### src/hdl/sart_pkg.sv
// shared types and constants for the sorted address region table
// no dependencies; used by sart_cell and sorted_address_region_table

package sart_pkg;

    localparam int DEPTH_DEF     = 64;
    localparam int ADDR_BITS_DEF = 32;

    localparam int KIND_W  = 2;
    localparam int START_W = 32;
    localparam int SIZE_W  = 32;
    localparam int IDX_W   = 6;
    localparam int STAT_W  = 3;
    localparam int RIDX_W  = 6;
    localparam int CNT_W   = 7;
    localparam int CAP_W   = 7;

    // input tdata layout, lowest bit up
    localparam int IN_KIND_LSB  = 0;
    localparam int IN_START_LSB = IN_KIND_LSB + KIND_W;
    localparam int IN_SIZE_LSB  = IN_START_LSB + START_W;
    localparam int IN_IDX_LSB   = IN_SIZE_LSB + SIZE_W;
    localparam int IN_BITS      = IN_IDX_LSB + IDX_W;
    localparam int IN_TDATA_W   = ((IN_BITS + 7) / 8) * 8;

    // output tdata layout, lowest bit up
    localparam int OUT_STAT_LSB = 0;
    localparam int OUT_RIDX_LSB = OUT_STAT_LSB + STAT_W;
    localparam int OUT_CNT_LSB  = OUT_RIDX_LSB + RIDX_W;
    localparam int OUT_BITS     = OUT_CNT_LSB + CNT_W;
    localparam int OUT_TDATA_W  = ((OUT_BITS + 7) / 8) * 8;

    localparam logic [CAP_W-1:0] CAP_RESET = CAP_W'(64);

    typedef enum logic [KIND_W-1:0] {
        REQ_APPEND = 2'd0,
        REQ_INSERT = 2'd1,
        REQ_FIND   = 2'd2,
        REQ_REMOVE = 2'd3
    } t_req;

    typedef enum logic [STAT_W-1:0] {
        ST_OK        = 3'd0,
        ST_FULL      = 3'd1,
        ST_NOT_FOUND = 3'd2,
        ST_BAD_INDEX = 3'd3,
        ST_NULL      = 3'd4
    } t_status;

    typedef struct packed {
        logic cmp;
        logic vld;
        logic take_new;
        logic take_left;
        logic take_right;
    } t_cell_ctl;

endpackage

### src/hdl/sart_cell.sv
// one table entry: start and size storage, key compare flags, neighbour shift
// depends on sart_pkg

module sart_cell #(
    parameter int ADDR_BITS = sart_pkg::ADDR_BITS_DEF
) (
    input  logic                        i_clk,
    input  sart_pkg::t_cell_ctl         i_ctl,
    input  logic [ADDR_BITS-1:0]        i_cmp_key,
    input  logic [ADDR_BITS-1:0]        i_new_start,
    input  logic [sart_pkg::SIZE_W-1:0] i_new_size,
    input  logic [ADDR_BITS-1:0]        i_left_start,
    input  logic [sart_pkg::SIZE_W-1:0] i_left_size,
    input  logic [ADDR_BITS-1:0]        i_right_start,
    input  logic [sart_pkg::SIZE_W-1:0] i_right_size,
    output logic [ADDR_BITS-1:0]        o_start,
    output logic [sart_pkg::SIZE_W-1:0] o_size,
    output logic                        o_ge,
    output logic                        o_eq
);

    logic [ADDR_BITS-1:0]        r_start;
    logic [sart_pkg::SIZE_W-1:0] r_size;
    logic                        r_ge;
    logic                        r_eq;

    always_ff @(posedge i_clk) begin
        if (i_ctl.take_new) begin
            r_start <= i_new_start;
            r_size  <= i_new_size;
        end else if (i_ctl.take_left) begin
            r_start <= i_left_start;
            r_size  <= i_left_size;
        end else if (i_ctl.take_right) begin
            r_start <= i_right_start;
            r_size  <= i_right_size;
        end
    end

    always_ff @(posedge i_clk) begin
        if (i_ctl.cmp) begin
            r_ge <= i_ctl.vld && (r_start >= i_cmp_key);
            r_eq <= (r_start == i_cmp_key);
        end
    end

    assign o_start = r_start;
    assign o_size  = r_size;
    assign o_ge    = r_ge;
    assign o_eq    = r_eq;

endmodule

### config.mk
export PLATFORM = sky130hd
export DESIGN_NAME = sart_cell
export DESIGN_NICKNAME = d
export VERILOG_FILES = /design/src/hdl/sart_pkg.sv /design/src/hdl/sart_cell.sv
export SDC_FILE = /design/constraint.sdc
export NUM_CORES = 1
export LEC_CHECK = 0
export BUFFER_PORTS_ARGS = -buffer_cell sky130_fd_sc_hd__buf_2
export CORE_AREA = 2 2 115 117
export DETAILED_ROUTE_END_ITERATION = 16
export DIE_AREA = 0 0 117 119
export GPL_ROUTABILITY_DRIVEN = 1
export HOLD_SLACK_MARGIN = 0.03
export PLACE_DENSITY = 0.75
export RECOVER_POWER = 50
export SYNTH_ARGS = -nofsm -noshare
export SYNTH_HDL_FRONTEND = slang
export SYNTH_SLANG_ARGS = --single-unit
### constraint.sdc
create_clock -name i_clk -period 2.4 [get_ports i_clk]
set_input_delay 0.36 -clock i_clk [delete_from_list [all_inputs] [get_ports i_clk]]
set_output_delay 0.36 -clock i_clk [all_outputs]
set_load 0.05 [all_outputs]
# ---- Yosys cells after proc, flatten, opt, wreduce, memory -nomap -nowiden
# Cells that the tools add are included.
dict set report totals {
  regBits 66
  input_bits 230
  out_inout_bits 66
  elab_cells 14
}
dict set report classes {
  n_lt_le_gt_ge 1
  n_eq_ne 1
  muxes 6
  reduce_logical 2
}
# op count
set ops {}
lappend ops {{32-bit two-way mux} 6}
lappend ops {{32-bit equality test} 1}
lappend ops {{32-bit greater-or-equal comparator} 1}
lappend ops {{3-bit nonzero test} 1}
lappend ops {{1-bit logical AND} 1}

# ---- Depth between registers and ports, before layout
# Gate-level depths: netlist of the first run.
dict set report depth {
  ltp_word 3
  depth_mapped 7
  depth_no_buf 7
}

# ---- Worst setup path after synthesis of the first run
# No wires, ideal clock.
dict set report synth_timing {
  path_type {input to register}
  startpoint {in i_ctl[1] in the netlist's numbering}
  endpoint {reg r_size, in the netlist o_size[0] (enable)}
  setup_ns 0.425
  t_arrival_ns 2.149
  required_ns 1.975
  setup_slack_ns -0.173
  cell_stages 2
  n_path_buf 1
  path_cell_list {clkbuf_1 or3_1}
}
dict set report synth_between {
  elab_chain_cells 1
}
# element line_no
set synth_lines {}
lappend synth_lines {{start: declaration} sart_cell.sv:8} ;# input sart_pkg::t_cell_ctl i_ctl,
lappend synth_lines {{3-bit nonzero test (no line)} --}
lappend synth_lines {{end signal: assignment} sart_cell.sv:30} ;# r_size <= i_new_size;
lappend synth_lines {{end signal: assignment} sart_cell.sv:33} ;# r_size <= i_left_size;
lappend synth_lines {{end signal: assignment} sart_cell.sv:36} ;# r_size <= i_right_size;
lappend synth_lines {{end: declaration} sart_cell.sv:23} ;# logic [sart_pkg::SIZE_W-1:0] r_size;
# No other way between the ends.
# A chain may end at the register's enable or synchronous reset.

# ---- Worst setup path after layout of the first run
dict set report layout_timing {
  startpoint {reg r_start[31], in the netlist o_start[31]}
  endpoint {reg r_ge, in the netlist o_ge (data pin)}
}
dict set report layout_between {
  elab_chain_cells 2
}
# element line_no
set layout_lines {}
lappend layout_lines {{start: declaration} sart_cell.sv:22} ;# logic [ADDR_BITS-1:0] r_start;
lappend layout_lines {{start signal: assignment} sart_cell.sv:29} ;# r_start <= i_new_start;
lappend layout_lines {{start signal: assignment} sart_cell.sv:32} ;# r_start <= i_left_start;
lappend layout_lines {{start signal: assignment} sart_cell.sv:35} ;# r_start <= i_right_start;
lappend layout_lines {{32-bit greater-or-equal comparator} sart_cell.sv:42} ;# r_ge <= i_ctl.vld && (r_start >= i_cmp_key);
lappend layout_lines {{1-bit logical AND} sart_cell.sv:42}
lappend layout_lines {{end signal: assignment} sart_cell.sv:42}
lappend layout_lines {{end: declaration} sart_cell.sv:24} ;# logic r_ge;
# No other way between the ends.

==> results of run 1 <==
[stage by stage]
step                      utilization  instance area (um^2)  total power (W)
after CTS                       0.474                  6100          0.00407
after global placement          0.449                  5790          0.00266
final                           0.472                  6080          0.00401
after detailed placement        0.449                  5790          0.00268
after floorplan                     -                  4110          0.00227
after global routing            0.472                  6080          0.00421
[where the power goes]
part	leakage (nW)	switching [W]	internal, W
logic	2.31	0.000779	0.000379
registers	0.698	0.0000558	0.00142
clock network	0.150	0.000468	0.000902
[final cells by class]
class                      count  area (um^2)
sequential                    66         1980
fill                        1281         6800
timing repair buffer         302         1530
tap                          176          220
multi-input combinational    274         1920
clock buffer                  10          229
clock inverter                 6         81.3
inverter                      32          120
[layer usage]
layer | vias up | share of wire | global-route usage | routed length [um]
met1 | 1741 | 0.40 | 0.180 | 4560
met5 | - | 0 | 0 | 0
met3 | 11 | 0.076 | 0.0377 | 866
met4 | 0 | 0.012 | 0.0485 | 140
li1 | 2014 | - | - | -
met2 | 181 | 0.51 | 0.293 | 5750
[worst register-to-register path, delay by kind of cell, from the launching register on]
kind	cells	cell delay, ps
AOI/OAI and AO/OA	1	320
adders and majority gates	1	340
DFF	1	460
and+or+nand+nor	4	820
[kinds of logic after synthesis]
logic type / Yosys count / synth area share
adder cells (fa/ha/maj): 32 / 0.0976
multiplexers: 64 / 0.156
flip-flops: 66 / 0.483
AO/OA/AOI/OAI: 87 / 0.112
AND/OR/NAND/NOR: 91 / 0.101
buffers and inverters: 53 / 0.0500
[placed cells by master (no fill, tap or decap), drive strengths merged]
master / instances
o31a: 1
and4: 3
edfxtp: 66
ha: 32
nand4: 5
a21boi: 1
nor2b: 2
or3: 1
bufinv: 2
or4: 1
buf: 295
o21ai: 67
a21o: 1
inv: 32
o41a: 1
clkbuf: 17
a21oi: 13
or4b: 1
clkinvlp: 1
mux2i: 64
nor3: 1
a221oi: 1
nand2b: 1
nor4: 1
o211ai: 1
nand3: 5
clkinv: 3
nand2: 69
a211oi: 1
nor2: 1
[Yosys cell counts, drive strengths merged]
library cell   n  share of area
or4b           1         0.0024
inv           32          0.029
a21boi         1         0.0018
o211ai         1         0.0018
nand3          5         0.0073
nand2b         1         0.0015
edfxtp        66           0.48
ha            32          0.098
nor4           1         0.0015
or3            1         0.0015
or4            1         0.0018
o31a           1         0.0024
o21ai         67          0.082
nor3           1         0.0024
o41a           1         0.0027
nor2b          2         0.0030
mux2i         64           0.16
a211oi         1         0.0018
nand4          5         0.0091
a21oi         13          0.016
and4           3         0.0064
nand2         69          0.063
a221oi         1         0.0021
a21o           1         0.0018
clkbuf        16          0.015
buf            5         0.0061
nor2           1        0.00091
[registers in the layout, summed over array words and instances (netlist names)]
register and count:
o_eq 1, o_start 32, o_ge 1, o_size 32
[worst paths after layout]
check              start    to  depth (start not counted)
min             i_ctl[4]  o_ge                          1
max          o_start[31]  o_ge                          6
min reg2reg  o_start[15]  o_ge                          3
max reg2reg  o_start[31]  o_ge                          6
==> metrics.yaml, run 1 <==
drt:
  detailroute.via_count: 3947
  vias_per_cell: 4.56
  first_pass_iters: 4
  drt_iter0_markers: 120
  drc_errors: 0
  wl_per_cell_um: 13.1
  drtAntennaViolNets: 0
  totalWireLength_um: 11300
clock_tree:
  cts_max_path_buffers: 2
  cts_sinks: 66
  post_cts_buffers: 0
  h-tree-depth: 3
  cts-buffers-inserted: 9
  clock_latency_ps: 320
  ctsHoldBuffers: 0
  cts_resized: 0
  clk_root_buffer_cell: "clkbuf_16"
  tritoncts: "done"
  cts.clk_slew.worst_paths_ps: 50
placed_design:
  gp_congestion: 0.773
  dpl.hpwl_um: 9610
  io_buffers: 295
  preCtsSetupSlack_ps: 135
  post-place-cells: 850
power_and_ir_drop:
  p_leak_nw: 3.16
  irDropWorstVdd_mv: 0.368
  power_density_nw_per_um2: 659
sta:
  worst_clock_skew_ps: 4.28
  setup_slack_ps: 217
  tightest_slew_ps: 1030
  fin_tns_setup_ps: 0
  setup_viol: 0
  whs_ps: 298
  slew_headroom: 0.313
  max_freq_ghz: 0.458
  rsz0062_at_grt: "false"
  hold_viol: 0
  fin_crit_ps: 2180
  fin_crit_sh: 0.910
  drv_slew: 0
floorplan:
  floorplan.rows: 42
  io_pins: 296
  die_area_um2: 13900
  die_w_um: 117
  start_util: 0.319
  dieHeight_um: 119
  core_um2: 12900
finish:
  fin_cells: 866
  area_growth_pct: 48.1
  n_antenna_cell: 0
  nNetsFinal: 947
  drive_gt1_frac: 0.461
yosys:
  synthDistinctLibCells: 29
  ys_ff_latch: 66
  synth_warnings: 0
  synthCells: 393
  syn_area_per_cell_um2: 10.4
  syn-num-nets: 655
  ys_seq_area_frac: 0.483
  syn_area_um2: 4100
setup_path:
  rrSetupSlack_ps: 220
  critical_path_buf_inv_count: 0
  slowest_delay_ps: 490
  critPathKind: "reg2reg"
  cp_top_family: "simple AND/OR/NAND/NOR gates"
  cp.arrival_ps: 2250
  cp_slowest_cell: "or4b_1"
  path_cells: "ha_1 > nand4_2 > or4_1 > nor3_2 > or4b_1 > o41a_1"
  cp_max_fo: 4
  endpoint_kind: "flop"
  crit_required_ps: 2470
  cp-start-kind: "flop"
flow_run:
  cap_violations: 0
global_route:
  track_usage: 0.160
  first_global_vias: 3671
  grt_first_pass_wirelength_um: 17100
  antenna_found_initial: 1
  grt_max_degree: 66
  grt_remaining_overflow: 0
min_path:
  hold_class: "in2reg"
run_status:
  status: "finished clean"
(Power assumes the default switching activity.)
==> run 2: changes to the inputs <==
Settings changed: PLACE_DENSITY 0.75 to 0.69.
==> metrics.yaml, run 2 (synthesized netlist as in run 1, its figures left out) <==
placed_design:
  dpl.hpwl_um: 9320
  io_buffers: 295
  gp_congestion: 0.780
clock_tree:
  h-tree-depth: 3
  ctsHoldBuffers: 0
  cts_resized: 0
  cts-buffers-inserted: 9
  cts.clk_slew.worst_paths_ps: 50
  clock_latency_ps: 320
  cts_max_path_buffers: 2
  post_cts_buffers: 0
  cts_sinks: 66
  clk_root_buffer_cell: "clkbuf_16"
  tritoncts: "done"
sta:
  drv_slew: 0
  max_freq_ghz: 0.446
  worst_clock_skew_ps: 5.34
  slew_headroom: 0.246
  fin_crit_ps: 2240
  fin_crit_sh: 0.935
  hold_viol: 0
  rsz0062_at_grt: "false"
  tightest_slew_ps: 1130
  fin_tns_setup_ps: 0
  setup_viol: 0
finish:
  nNetsFinal: 946
  layout_common_cells: "buf_2, nand2_1, o21ai_0"
  final_util: 0.470
  area_growth_pct: 47.6
  n_antenna_cell: 0
  num-fill-cells: 1241
  drive_gt1_frac: 0.462
  final_common_cell: "buf_2"
power_and_ir_drop:
  power_density_nw_per_um2: 645
  p_leak_nw: 3.15
  irDropWorstVdd_mv: 0.267
  p_int_w: 0.00260
  combinationalPowerShare: 0.296
  pwr-share-seq: 0.379
  power_switching_w: 0.00130
  swShare: 0.333
  p_clk_frac: 0.325
drt:
  totalWireLength_um: 11400
  first_pass_iters: 4
  wl_per_cell_um: 13.2
  drc_errors: 0
  drt_iter0_markers: 136
  vias_per_cell: 4.52
  drtAntennaViolNets: 0
  detailroute.via_count: 3912
setup_path:
  endpoint_kind: "flop"
  r2r_cells: 6
  crit_required_ps: 2460
  cp-start-kind: "flop"
  startpoint: "o_start[31]"
  critPathKind: "reg2reg"
  reg2reg_to: "o_ge"
  regToRegStartpoint: "o_start[31]"
  rrSetupSlack_ps: 160
  cp.arrival_ps: 2310
  cp_max_fo: 4
global_route:
  antenna_found_initial: 0
  grt_max_degree: 129
  track_usage: 0.159
  grt_remaining_overflow: 0
  first_global_vias: 3745
  grt_first_pass_wirelength_um: 17200
floorplan:
  die_area_um2: 13900
  die_w_um: 117
  floorplan.rows: 42
  io_pins: 296
  dieHeight_um: 119
  start_util: 0.319
  core_um2: 12900
run_status:
  status: "finished clean"
min_path:
  timing.hold.worst_endpoint: "o_ge"
  hold_depth: 1
  hp-start: "i_ctl[4]"
  hold_class: "in2reg"
flow_run:
  cap_violations: 0
==> run 2: changes by cell type in the layout (fill, tap and decap cells not counted), sizes merged <==
cell      before  now
clkinvlp       1    2
bufinv         2    1
clkinv         3    2
==> run 2: final cells by class <==
class,count,area [um^2],share of cell area
inverter,32,120,0.0198
tap,176,220,0.0364
clock buffer,11,233,0.0384
timing repair buffer,301,1530,0.252
sequential,66,1980,0.327
multi-input combinational,274,1920,0.317
clock inverter,5,55.1,0.00909
==> run 2: worst max-delay path by stage <==
stage / end / slack [ps] / cells after the start
2_1_floorplan: o_ge / 30 / 6
3_3_place_gp: o_ge / 170 / 8
3_5_place_dp: o_ge / 130 / 8
4_1_cts: o_ge / 160 / 6
5_1_grt: o_ge / 110 / 6
6_report: o_ge / 160 / 6
==> run 2: layer usage <==
metal / routed length, um / up-vias / part of all wire / track usage
li1: - / 2006 / - / -
met1: 4640 / 1726 / 0.41 / 0.178
met2: 5620 / 170 / 0.49 / 0.284
met3: 1010 / 10 / 0.089 / 0.0494
met4: 148 / 0 / 0.013 / 0.0471
met5: 0 / - / 0 / 0
==> run 2: through the flow <==
stage               instances  hold slack (ps)  power [W]  instance area (um^2)  setup WS, ps
finish                    865              296    0.00391                  6060           157
global route              865              302    0.00409                  6060           105
CTS                       865              248    0.00396                  6080           159
detailed placement        849              587    0.00267                  5790           125
global placement          849              581    0.00266                  5790           171
floorplan                 393              472    0.00227                  4110          34.4
==> run 2: worst max-delay path: stages, from the launching register on <==
cell and delay [ps]:
edfxtp_1 470, ha_1 350, nand4_2 120, or4_1 160, nor3_2 60, or4b_1 520
o41a_1 320
==> run 2: power groups by stage <==
stage	combinational (W)	clock [W]	sequential [W]
6_report	0.00116	0.00127	0.00148
5_1_grt	0.00125	0.00135	0.00150
4_1_cts	0.00117	0.00130	0.00148
3_5_place_dp	0.00117	0	0.00151
3_3_place_gp	0.00116	0	0.00150
2_1_floorplan	0.000311	0	0.00196
==> run 3: changes to the inputs <==
Settings changed: PLACE_DENSITY 0.69 to 0.67.
Clock period 2.4 ns to 2.5 ns, I/O delays scaled along.
==> metrics.yaml, run 3 (synthesized netlist as in run 1, its figures left out) <==
placed_design:
  place_area_um2: 5780
  io_buffers: 295
  gp_congestion: 0.785
  dpl.hpwl_um: 9580
setup_path:
  cp-start-kind: "flop"
  endpoint_kind: "flop"
  crit_required_ps: 2560
  startpoint: "o_start[31]"
  cp.arrival_ps: 2280
  critPathKind: "reg2reg"
  regToRegStartpoint: "o_start[31]"
  cp_max_fo: 4
clock_tree:
  ctsHoldBuffers: 0
  tritoncts: "done"
  post_cts_buffers: 0
  h-tree-depth: 3
  clock_latency_ps: 320
  cts-buffers-inserted: 9
  cts_resized: 0
  clk_root_buffer_cell: "clkbuf_16"
  cts.clk_slew.worst_paths_ps: 50
  cts_sinks: 66
  cts_max_path_buffers: 2
power_and_ir_drop:
  pwr-share-seq: 0.381
  p_clk_frac: 0.328
  power_density_nw_per_um2: 624
  swShare: 0.340
  combinationalPowerShare: 0.291
  p_int_w: 0.00247
  irDropWorstVdd_mv: 0.329
  power_switching_w: 0.00127
  p_leak_nw: 2.96
floorplan:
  dieHeight_um: 119
  die_area_um2: 13900
  floorplan.rows: 42
  start_util: 0.319
  io_pins: 296
  die_w_um: 117
  core_um2: 12900
finish:
  layout_common_cells: "buf_2, nand2_1, o21ai_0, clkbuf_1, edfxtp_1"
  final_cell_area_um2: 5990
  final_util: 0.466
  drive_gt1_frac: 0.368
  n_antenna_cell: 0
  nNetsFinal: 945
  final_common_cell: "buf_2"
  area_growth_pct: 46.0
sta:
  fin_crit_ps: 2220
  max_freq_ghz: 0.451
  hold_viol: 0
  setup_viol: 0
  fin_tns_setup_ps: 0
  drv_slew: 0
  slew_headroom: 0.316
  rsz0062_at_grt: "false"
  fin_crit_sh: 0.886
  tightest_slew_ps: 1030
  worst_clock_skew_ps: 7.22
drt:
  drtAntennaViolNets: 0
  drt_iter0_markers: 111
  totalWireLength_um: 11700
  drc_errors: 0
  first_pass_iters: 4
  detailroute.via_count: 3951
  wl_per_cell_um: 13.6
  vias_per_cell: 4.57
global_route:
  grt_first_pass_wirelength_um: 17600
  first_global_vias: 3846
  track_usage: 0.164
  grt_remaining_overflow: 0
  grt_max_degree: 129
  antenna_found_initial: 0
run_status:
  status: "finished clean"
min_path:
  hp-start: "i_ctl[4]"
  hold_class: "in2reg"
flow_run:
  cap_violations: 0
run 3: worst paths after layout:
check                             to  slack [ps]  cells past startpoint
worst max register to register  o_ge         280                      6
worst min-delay path            o_eq         320                      1
worst max-delay path            o_ge         280                      6
worst min register to register  o_ge         900                      3
run 3: through the flow:
stage / total power (W) / hold WS (ps) / cells / setup WS, ps
finish: 0.00374 / 318 / 864 / 285
global route: 0.00393 / 301 / 864 / 182
CTS: 0.00383 / 262 / 864 / 258
detailed placement: 0.00258 / 602 / 848 / 204
global placement: 0.00255 / 592 / 848 / 256
floorplan: 0.00218 / 487 / 393 / 134
run 3: layer usage:
layer | GRT usage | share of wire
met3 | 0.0478 | 0.072
met1 | 0.178 | 0.39
met4 | 0.0485 | 0.018
met2 | 0.301 | 0.52
met5 | 0 | 0
run 3: cell type report:
| cell class | instances | area (um^2) |
|---|---|---|
| fillers | 1240 | 6880 |
| flip-flops and latches | 66 | 1980 |
| multi-input cells | 274 | 1920 |
| repair buffers | 300 | 1460 |
| clock buffers | 9 | 225 |
| well taps | 176 | 220 |
| inverters | 32 | 120 |
| clock inverters | 7 | 70.1 |
run 3: power groups by stage:
stage,clock [W],combinational (W),sequential (W)
2_1_floorplan,0,0.000298,0.00188
3_3_place_gp,0,0.00111,0.00144
3_5_place_dp,0,0.00113,0.00145
4_1_cts,0.00127,0.00113,0.00142
5_1_grt,0.00132,0.00118,0.00144
6_report,0.00123,0.00109,0.00143
run 3: worst max-delay path, stage by stage (launching register included):
cell and delay [ps]:
edfxtp_1 450, ha_1 350, nand4_2 120, or4_1 170, nor3_2 60, or4b_1 490, o41a_1 320
